<file path="config.mk">
export PLATFORM = sky130hd
export DESIGN_NAME = ecm_ctrl
export DESIGN_NICKNAME = d
export VERILOG_FILES = /design/src/rtl/core/ecm_pkg.sv /design/src/rtl/core/ecm_ctrl.sv
export SDC_FILE = /design/constraint.sdc
export NUM_CORES = 1
export LEC_CHECK = 0
export BUFFER_PORTS_ARGS = -buffer_cell sky130_fd_sc_hd__buf_2
export CAP_MARGIN = 40
export CORE_MARGIN = 3
export CORE_UTILIZATION = 37
export DETAILED_ROUTE_END_ITERATION = 7
export MAX_ROUTING_LAYER = met4
export RECOVER_POWER = 50
export SYNTH_ARGS = -nofsm -noshare
export SYNTH_HDL_FRONTEND = slang
export SYNTH_SLANG_ARGS = --single-unit
</file>
<file path="constraint.sdc">
create_clock -name clk -period 1.8 [get_ports clk]
set_clock_uncertainty 0.2 [all_clocks]
set_input_delay 0.27 -clock clk [delete_from_list [all_inputs] [get_ports clk]]
set_output_delay 0.27 -clock clk [all_outputs]
set_load 0.02 [all_outputs]
</file>
<file path="src/rtl/core/ecm_pkg.sv">
package ecm_pkg;

  localparam int MAX_EXONS = 64;
  localparam int IDX_W     = $clog2(MAX_EXONS);
  localparam int CNT_W     = 7;
  localparam int POS_W     = 32;
  localparam int OP_W      = 3;
  // Signed width that holds any sum of exon and intron lengths plus a position.
  localparam int ACC_W     = POS_W + IDX_W + 4;

  localparam logic [OP_W-1:0] OP_WRITE = 3'd0;
  localparam logic [OP_W-1:0] OP_G2S   = 3'd1;
  localparam logic [OP_W-1:0] OP_S2G   = 3'd2;
  localparam logic [OP_W-1:0] OP_G2U   = 3'd3;
  localparam logic [OP_W-1:0] OP_LEN   = 3'd4;

  // Configuration register indexes
  localparam logic CFG_STRAND = 1'b0;
  localparam logic CFG_COUNT  = 1'b1;

  typedef struct packed {
    logic             start;
    logic             step;
    logic             first;
    logic             finish;
    logic [IDX_W-1:0] rd_addr;
  } ecm_cmd_t;

  typedef struct packed {
    logic hit;
  } ecm_sts_t;

endpackage

</file>
<file path="src/rtl/core/ecm_ctrl.sv">
module ecm_ctrl (
  input  logic                        clk,
  input  logic                        rst,
  input  logic [ecm_pkg::CNT_W-1:0]   active_count,
  input  logic                        req_valid,
  input  logic [ecm_pkg::OP_W-1:0]    req_op,
  output logic                        req_ready,
  output logic                        rsp_valid,
  input  logic                        rsp_ready,
  output ecm_pkg::ecm_cmd_t           cmd,
  input  ecm_pkg::ecm_sts_t           sts
);

  localparam logic [1:0] S_IDLE   = 2'd0;
  localparam logic [1:0] S_WALK   = 2'd1;
  localparam logic [1:0] S_FINISH = 2'd2;

  logic [1:0]                state;
  logic [1:0]                state_next;
  logic [ecm_pkg::IDX_W-1:0] idx;
  logic                      accept;
  logic                      walk_op;
  logic                      last;
  logic                      slot_free;

  assign req_ready = (state == S_IDLE);
  assign accept    = req_valid && req_ready;
  assign walk_op   = (req_op >= ecm_pkg::OP_G2S) && (req_op <= ecm_pkg::OP_LEN) &&
                     (active_count != '0);
  assign last      = (ecm_pkg::CNT_W'(idx) == active_count - ecm_pkg::CNT_W'(1));
  assign slot_free = !rsp_valid || rsp_ready;

  always_comb begin
    state_next  = state;
    cmd.start   = 1'b0;
    cmd.step    = 1'b0;
    cmd.first   = (idx == '0);
    cmd.finish  = 1'b0;
    cmd.rd_addr = '0;
    unique case (state)
      S_IDLE: begin
        if (accept) begin
          cmd.start  = 1'b1;
          state_next = walk_op ? S_WALK : S_FINISH;
        end
      end
      S_WALK: begin
        cmd.step    = 1'b1;
        cmd.rd_addr = idx + ecm_pkg::IDX_W'(1);
        if (sts.hit || last) state_next = S_FINISH;
      end
      S_FINISH: begin
        // hold until the output register can take the result
        if (slot_free) begin
          cmd.finish = 1'b1;
          state_next = S_IDLE;
        end
      end
      default: state_next = S_IDLE;
    endcase
  end

  always_ff @(posedge clk) begin
    if (rst) begin
      state     <= S_IDLE;
      idx       <= '0;
      rsp_valid <= 1'b0;
    end else begin
      state <= state_next;
      if (cmd.start) idx <= '0;
      else if (cmd.step) idx <= idx + ecm_pkg::IDX_W'(1);
      if (cmd.finish) rsp_valid <= 1'b1;
      else if (rsp_ready) rsp_valid <= 1'b0;
    end
  end

endmodule

</file>
==> results of run 1 <==
-- synthesized netlist by cell type, types with 2 or more instances --
cell	instances	share of area [%]
nand4_1	2	1.7
buf_2	2	1.3
nand2b_1	2	1.7
nand2_1	5	2.5
xor2_1	7	8.2
dfxtp_1	9	24
a21oi_1	6	4.0
xnor2_1	9	11
buf_6	2	3.0
nor4_1	2	1.7
nor3_1	3	2.0
nor2_1	18	9.1
inv_1	5	2.5
nand3_1	3	2.0
and2_1	2	1.7
ha_1	4	6.7
-- placed cells by master, fill, tap and decap left out, drive strengths merged --
master        n
or2           1
nor2b         1
clkbuf        6
nand3         3
dfxtp         9
nor3          3
inv           6
xnor2         9
a211oi        1
buf          42
or2b          1
nand3b        1
nor4          2
o21bai        1
o21a          2
nor2         19
xor2          7
nand4         2
a21oi         6
or3           1
and2          2
o32ai         1
nand2b        2
nand2         5
o21ai         1
ha            4
and3          2
o211ai        1
o31ai         1
dlygate4sd3   1
-- logic make-up after synthesis --
group	synth area share [%]
compound gates	12.8
buf+inv	7.90
fa+ha+maj	6.72
simple gates	29.6
flops	24.2
xor+xnor	18.8
-- final timing paths --
path         slack (ps)       from  cells after the start         to
max                  10     idx[1]                      4     cmd[5]
min                  90        sts                      4   state[0]
min reg2reg         400  rsp_valid                      2  rsp_valid
max reg2reg         100     idx[1]                      9     idx[1]
-- critical path, delay by kind of cell, from the launching register on --
family / cells / cell delay, ps
flops: 1 / 380
compound gates: 1 / 130
buf+inv: 1 / 150
simple gates: 2 / 380
-- metal layers --
layer | track usage, % | vias to the layer above | share of wire (%)
met4 | 6.73 | 0 | 1.6
met3 | 4.37 | 4 | 4.5
li1 | - | 415 | -
met5 | - | - | 0
met2 | 31.1 | 19 | 55
met1 | 16.5 | 365 | 39
-- cell type report --
cell class,instances,area (µm²)
clock buffers,4,26.3
flip-flops and latches,9,194
fillers,180,698
well taps,25,31.3
multi-input cells,79,546
repair buffers,45,303
inverters,6,22.5
-- state kept, by name (all words and copies together) (netlist names) --
register	count
state	2
idx	6
rsp_valid	1
-- where the power goes --
part	internal [mW]	total (mW)	switching, mW
Clock	0.0855	0.160	0.0744
Sequential	0.206	0.214	0.00871
Combinational	0.0866	0.194	0.107
-- timing repair --
item	4_1_cts	5_1_grt
resized for setup	14	13
setup buffers	6	0
endpoints found under the setup margin	5	8
hold endpoints to repair	1	0
cloned	0	0
hold buffers	1	0
pin swaps	4	3
==> results.json, run 1 <==
{
  "ys_ff_latch": 9,
  "finalNonFillerCells": 168,
  "hold_ws_ps": 92.5,
  "drt_iter0_drc": 8,
  "drive_above_1_share_pct": 44.1,
  "fmax_ghz": 0.559,
  "gr-usage-all-layers_pct": 16.8,
  "rsz0062_at_grt": "true",
  "cts_root_buffer": "clkbuf_4",
  "tightest_slew_ps": 406,
  "critPathArrivalTime_ps": 1320,
  "areaGrowthSynthToFinish_pct": 50.8,
  "syn_area_um2": 744,
  "cap_viol_max_count": 0,
  "grt_pass1_wl_mm": 3.17,
  "syn_inst": 99,
  "end_kind": "output port",
  "fin_tns_setup_ps": 0,
  "ctsHtreeMaxLevel": 1,
  "synth_edf_count": 0,
  "diodes": 0,
  "yosys_warnings": 0,
  "pre_cts_slack_ps": -127,
  "wirelength_mm": 1.89,
  "drc": 0,
  "synthFlopType": "dfxtp_1",
  "clk_latency_ps": 270,
  "slew_violations": 0,
  "min_period_ps": 1790,
  "setup_viol": 0,
  "placed_area_um2": 960,
  "die_area_um2": 2590,
  "num_rows": 15,
  "grt_pass1_vias": 760,
  "slowest_stage": "dfxtp_4",
  "design_area_um2": 1120,
  "clkSlewWorstSetupHoldPaths_ps": 70,
  "avgSynthCellArea_um2": 7.52,
  "cts.path.max_buffers": 2,
  "firstDrtPassIters": 3,
  "drtAntennaViolNets": 0,
  "final_core_utilization_pct": 61.6,
  "core-area_um2": 1820,
  "start_util_pct": 40.9,
  "hold_path.class": "input pin to register",
  "path_cells": "nand3_2 > or3_1 > a21oi_1 > buf_4",
  "slew_headroom_pct": 72.9,
  "required_ps": 1330,
  "async_reset_ff_share_pct": 0,
  "setup_slack_ps": 11.0,
  "final_hold_viol_count": 0,
  "vias": 803,
  "numPortBuffers": 26,
  "grt_max_degree": 9,
  "grt_overflow_total": 0,
  "viasPerCell": 4.78,
  "power.total_mw": 0.568,
  "yosysUniqueCellTypes": 34,
  "cts_tree": "yes",
  "numClockSinks": 9,
  "seq_area_frac_synth_pct": 24.2,
  "powerDensity_nw_per_um2": 506,
  "dp_hpwl_mm": 1.39,
  "ir_drop_v": 0.000439,
  "min_period_over_period_pct": 99.4,
  "antenna_found_initial": 0,
  "setup.worst_path.start_class": "register",
  "cp_slowest_stage_delay_ps": 380,
  "gp_congestion": 0.745,
  "critPathKind": "register to output port",
  "numCtsBuffers": 3,
  "placed_cells": 157,
  "leakage_nw": 0.484,
  "io_pins": 27,
  "die_h_um": 50.9,
  "outcome": "complete, no violations",
  "die_width_um": 50.9,
  "crit_fanout": 3,
  "final_nets": 163,
  "wire_per_inst_um": 11.3,
  "synth_nets": 118
}
Power figures use the tool's default switching activity.
==> inputs of run 2 (changes only) <==
--- a/config.mk
+++ b/config.mk
@@ -7,10 +7,13 @@
 export LEC_CHECK = 0
 export BUFFER_PORTS_ARGS = -buffer_cell sky130_fd_sc_hd__buf_2
 export CAP_MARGIN = 40
+export CELL_PAD_IN_SITES_DETAIL_PLACEMENT = 1
+export CELL_PAD_IN_SITES_GLOBAL_PLACEMENT = 1
 export CORE_MARGIN = 3
-export CORE_UTILIZATION = 37
+export CORE_UTILIZATION = 30
 export DETAILED_ROUTE_END_ITERATION = 7
 export MAX_ROUTING_LAYER = met4
+export PLACE_DENSITY_LB_ADDON = 0.1
 export RECOVER_POWER = 50
 export SYNTH_ARGS = -nofsm -noshare
 export SYNTH_HDL_FRONTEND = slang
==> results.json, run 2 (synthesis gave the netlist of run 1 again) <==
{
  "cp_slowest_stage_delay_ps": 370,
  "min_period_over_period_pct": 102,
  "core-area_um2": 2280,
  "grt_pass1_vias": 855,
  "whs_endpoint": "rsp_valid",
  "violations": "setup timing",
  "cap_viol_max_count": 0,
  "regMostFlops": "idx",
  "ir_drop_v": 0.000327,
  "fin_tns_setup_ps": -31.0,
  "drive_above_1_share_pct": 46.6,
  "ctsHtreeMaxLevel": 1,
  "met2_usage_pct": 30.1,
  "numPortBuffers": 26,
  "switchingPower_mw": 0.196,
  "clk_latency_ps": 270,
  "start_util_pct": 32.7,
  "diodes": 0,
  "slew_violations": 0,
  "io_pins": 27,
  "critPathArrivalTime_ps": 1360,
  "swShare_pct": 34.1,
  "final_nets": 168,
  "rr_startpoint": "idx[3]",
  "leakage_nw": 0.531,
  "setup_slack_ps": -31.0,
  "die_width_um": 55.8,
  "hold_ws_ps": 95.2,
  "combPwrFrac_pct": 34.7,
  "final_common_cell": "buf_4",
  "vias": 836,
  "slew_headroom_pct": 71.7,
  "drt_iter0_drc": 0,
  "reg2reg_to": "state[1]",
  "rsz0062_at_grt": "true",
  "setup.worst_path.start_class": "register",
  "clkSlewWorstSetupHoldPaths_ps": 60,
  "slowest_stage": "dfxtp_4",
  "antenna_found_initial": 0,
  "wirelength_mm": 2.35,
  "hold_path.class": "input pin to register",
  "p_clk_share_pct": 28.2,
  "required_ps": 1330,
  "drtAntennaViolNets": 0,
  "numCtsBuffers": 3,
  "grt_overflow_total": 0,
  "cts_root_buffer": "clkbuf_4",
  "timing.critical_path.buf_inv": 1,
  "gr-usage-all-layers_pct": 16.9,
  "critical-path-top-delay-family": "simple AND/OR/NAND/NOR gates",
  "path_cells": "nand2_4 > or3_4 > a21oi_2 > buf_6",
  "firstDrtPassIters": 1,
  "gp_congestion": 0.834,
  "grt_max_degree": 9,
  "reg2regPathDepth": 6,
  "die_h_um": 55.8,
  "setup_viol": 1,
  "min_period_ps": 1830,
  "grtUsageMet3_pct": 4.64,
  "drc": 0,
  "tightest_slew_ps": 425,
  "crit_fanout": 4,
  "wire_per_inst_um": 13.3,
  "largest_reg_flops": 6,
  "p_seq_share_pct": 37.2,
  "num_rows": 17,
  "dp_hpwl_mm": 1.74,
  "die_area_um2": 3120,
  "cts_tree": "yes",
  "outcome": "finished with violations",
  "reg.largest.list": "idx x6, state x2, rsp_valid x1",
  "mostFrequentLayoutCells": "buf_4 (24), buf_2 (20), nor2_1 (19)",
  "cts.path.max_buffers": 2,
  "fillers": 289,
  "fmax_ghz": 0.546,
  "grt_use_met1_pct": 18.3,
  "powerDensity_nw_per_um2": 492,
  "worstHoldStart": "rsp_ready",
  "critPathKind": "register to output port",
  "end_kind": "output port",
  "viasPerCell": 4.75,
  "timing.reg2reg.setup_slack_ps": 110,
  "areaGrowthSynthToFinish_pct": 57.1,
  "internal_power_mw": 0.379,
  "grt.busiest_layer": "met2",
  "holdPathStages": 3,
  "final_hold_viol_count": 0,
  "numClockSinks": 9,
  "grt_pass1_wl_mm": 4.04
}
## run 2: metal layers
layer | up-vias | routed length, µm
met5 | - | 0
met4 | 0 | 29
met3 | 4 | 113
met2 | 18 | 1270
met1 | 387 | 932
li1 | 427 | -
## run 2: metrics by stage
| step | instances | worst slack, ps | total power [mW] | utilization, % | cell area, µm² |
|---|---|---|---|---|---|
| final | 176 | -31.0 | 0.576 | 51.4 | 1170 |
| after detailed placement | 164 | -141 | 0.415 | 43.7 | 993 |
| after global placement | 164 | -42.5 | 0.409 | 43.7 | 993 |
| after global routing | 176 | -87.3 | 0.618 | 51.4 | 1170 |
| after floorplan | 99 | 19.9 | 0.334 | - | 744 |
| after CTS | 175 | -9.15 | 0.585 | 49.5 | 1130 |
## run 2: worst max-delay path by stage
stage | slack [ps] | cells after the start | startpoint | to
2_1_floorplan | 20 | 4 | idx[2] | cmd[5]
3_3_place_gp | -40 | 8 | active_count[0] | state[1]
3_5_place_dp | -140 | 8 | active_count[1] | state[1]
4_1_cts | -9 | 5 | idx[0] | cmd[4]
5_1_grt | -90 | 5 | idx[0] | cmd[2]
6_report | -30 | 4 | idx[3] | cmd[5]
## run 2: power by group through the flow
stage / Combinational, mW / Clock (mW) / Sequential, mW
after floorplan: 0.109 / 0 / 0.225
after global placement: 0.188 / 0 / 0.221
after detailed placement: 0.194 / 0 / 0.221
after CTS: 0.200 / 0.173 / 0.213
after global routing: 0.220 / 0.182 / 0.216
final: 0.200 / 0.162 / 0.214
## run 2: final cells by class
class	instances	area [µm²]	share of cell area, %
Multi-Input combinational cell	79	557	47.6
Timing Repair Buffer	50	333	28.4
Sequential cell	9	196	16.8
Tap cell	28	35.0	2.99
Clock buffer	4	26.3	2.25
Inverter	6	22.5	1.93
## run 2: timing repair
item                                   in CTS  in global routing
setup endpoints to repair                   5                  6
setup buffers                               6                  1
hold buffers                                1                  0
endpoints found under the hold margin       1                  0
resized for setup                          19                 10
pin swaps                                   3                  3
## run 2: worst reg2reg max path, cell delays in order (launching register included)
cell and delay, ps:
dfxtp_4 360, buf_4 140, xor2_1 160, xnor2_1 180
o211ai_1 110, o31ai_1 300, and3_1 200
==> inputs of run 3 (changes only) <==
--- a/config.mk
+++ b/config.mk
@@ -5,12 +5,13 @@
 export SDC_FILE = /design/constraint.sdc
 export NUM_CORES = 1
 export LEC_CHECK = 0
+export ABC_AREA = 1
 export BUFFER_PORTS_ARGS = -buffer_cell sky130_fd_sc_hd__buf_2
-export CAP_MARGIN = 40
+export CAP_MARGIN = 15
 export CELL_PAD_IN_SITES_DETAIL_PLACEMENT = 1
 export CELL_PAD_IN_SITES_GLOBAL_PLACEMENT = 1
 export CORE_MARGIN = 3
-export CORE_UTILIZATION = 30
+export CORE_UTILIZATION = 29
 export DETAILED_ROUTE_END_ITERATION = 7
 export MAX_ROUTING_LAYER = met4
 export PLACE_DENSITY_LB_ADDON = 0.1
==> results.json, run 3 <==
{
  "synth_area_leaders": "dfxtp_1 (21%), nand2_1 (18%), inv_1 (15%)",
  "grt_overflow_total": 0,
  "start_util_pct": 32.3,
  "areaGrowthSynthToFinish_pct": 44.4,
  "drt_iter0_drc": 23,
  "clkSlewWorstSetupHoldPaths_ps": 70,
  "synthFlopType": "dfxtp_1",
  "required_ps": 1330,
  "slew_violations": 0,
  "final_common_cell": "nand2_1",
  "largest_reg_flops": 6,
  "numPortBuffers": 26,
  "antenna_found_initial": 0,
  "crit_top_cell": "nand2_1",
  "path_cells": "ha_1 > nand2_1 > o21ai_1 > nand2_1 > a31oi_2 > buf_4",
  "critPathArrivalTime_ps": 1460,
  "synth_common_cells": "nand2_1 (41), inv_1 (34), nor2_1 (22)",
  "ir_drop_v": 0.000394,
  "numClockSinks": 9,
  "synth_top_area_share_pct": 21.4,
  "tightest_slew_ps": 428,
  "synth.most_common_cell": "nand2_1",
  "violations": "setup timing",
  "fillers": 365,
  "cts_tree": "yes",
  "timing.reg2reg.setup_slack_ps": 210,
  "holdPathStages": 2,
  "synth_edf_count": 0,
  "grt_pass1_vias": 1041,
  "syn_inst": 149,
  "synth_area_leader_cell": "dfxtp_1",
  "cp_slowest_stage_delay_ps": 370,
  "seq_area_frac_synth_pct": 21.4,
  "fmax_ghz": 0.518,
  "min_period_ps": 1930,
  "firstDrtPassIters": 4,
  "core-area_um2": 2610,
  "regMostFlops": "idx",
  "ctsHtreeMaxLevel": 1,
  "rsz0062_at_grt": "true",
  "powerDensity_nw_per_um2": 554,
  "diodes": 0,
  "syn_area_um2": 843,
  "gr-usage-all-layers_pct": 17.1,
  "cts_root_buffer": "clkbuf_4",
  "cts.path.max_buffers": 2,
  "yosysUniqueCellTypes": 21,
  "die_h_um": 59.9,
  "worst-path-stages": 6,
  "timing.critical_path.buf_inv": 1,
  "grt_pass1_wl_mm": 4.43,
  "async_reset_ff_share_pct": 0,
  "gp_congestion": 0.836,
  "outcome": "finished with violations",
  "ys_ff_latch": 9,
  "cap_viol_max_count": 0,
  "wire_per_inst_um": 12.4,
  "end_kind": "output port",
  "setup_viol": 3,
  "leakage_nw": 0.686,
  "critPathKind": "register to output port",
  "drtAntennaViolNets": 0,
  "io_pins": 27,
  "reg2regPathDepth": 7,
  "final_nets": 212,
  "mostFrequentLayoutCells": "nand2_1 (41), inv_1 (31), nor2_1 (20)",
  "yosys_warnings": 0,
  "final_core_utilization_pct": 46.6,
  "die_area_um2": 3590,
  "setup_slack_ps": -129,
  "wirelength_mm": 2.76,
  "slowest_stage": "dfxtp_4",
  "synth_nets": 168,
  "clk_latency_ps": 280,
  "drc": 0,
  "crit_fanout": 4,
  "pre_cts_slack_ps": 26.9,
  "viasPerCell": 4.59,
  "numCtsBuffers": 3,
  "avgSynthCellArea_um2": 5.66,
  "num_rows": 18,
  "vias": 1019,
  "setup.worst_path.start_class": "register",
  "dp_hpwl_mm": 2.16,
  "final_hold_viol_count": 0,
  "hold_ws_ps": 5.81,
  "drive_above_1_share_pct": 33.9,
  "die_width_um": 59.9,
  "reg.largest.list": "idx x6, state x2, rsp_valid x1",
  "hold_path.class": "input pin to register",
  "min_period_over_period_pct": 107,
  "slew_headroom_pct": 71.4,
  "critical-path-top-delay-family": "flip-flops",
  "grt_max_degree": 7
}
[run 3: metrics by stage]
stage / TNS (ps) / area (µm²) / power [mW] / std cells
after floorplan: 0 / 843 / 0.393 / 149
after global placement: 0 / 1040 / 0.478 / 209
after detailed placement: 0 / 1040 / 0.484 / 209
after CTS: -266 / 1140 / 0.680 / 219
after global routing: -838 / 1220 / 0.733 / 222
final: -267 / 1220 / 0.675 / 222
[run 3: area by class of cell]
type / count / area, µm² / share of cell area, %
clock buffers: 4 / 26.3 / 2.16
well taps: 30 / 37.5 / 3.08
inverters: 37 / 144 / 11.8
multi-input cells: 103 / 561 / 46.0
repair buffers: 39 / 255 / 21.0
flip-flops and latches: 9 / 194 / 15.9
[run 3: path summary, 6_finish.rpt]
| path | from | to |
|---|---|---|
| hold / removal | rst | rsp_valid |
| setup / recovery | idx[0] | cmd[4] |
| setup reg to reg | state[0] | idx[3] |
| hold reg to reg | idx[5] | idx[5] |
[run 3: logic make-up after synthesis]
family	synth area share, %
flip-flops	21.4
buffers and inverters	16.8
AND/OR/NAND/NOR	42.3
XOR/XNOR	1.04
AO/OA/AOI/OAI	12.6
adder cells (fa/ha/maj)	5.93
[run 3: power breakdown]
group          leakage [nW]  total [mW]  internal (mW)  switching, mW
registers            0.0763       0.229          0.212         0.0170
clock network        0.0150       0.173         0.0860         0.0870
logic                 0.595       0.273          0.106          0.167
total                 0.686       0.675          0.404          0.271
[run 3: timing repair]
action                     CTS  global route
pin swaps                    1             1
buffers inserted             6             3
hold buffers                 0             0
setup endpoints to repair    7             8
gates resized for setup     16            21
[run 3: metal layers]
layer	up-vias	global-route usage, %	part of all wire, %
li1	537	-	-
met1	456	20.7	45
met2	21	28.7	50
met3	5	2.59	3.9
met4	0	5.70	1.5
met5	-	-	0
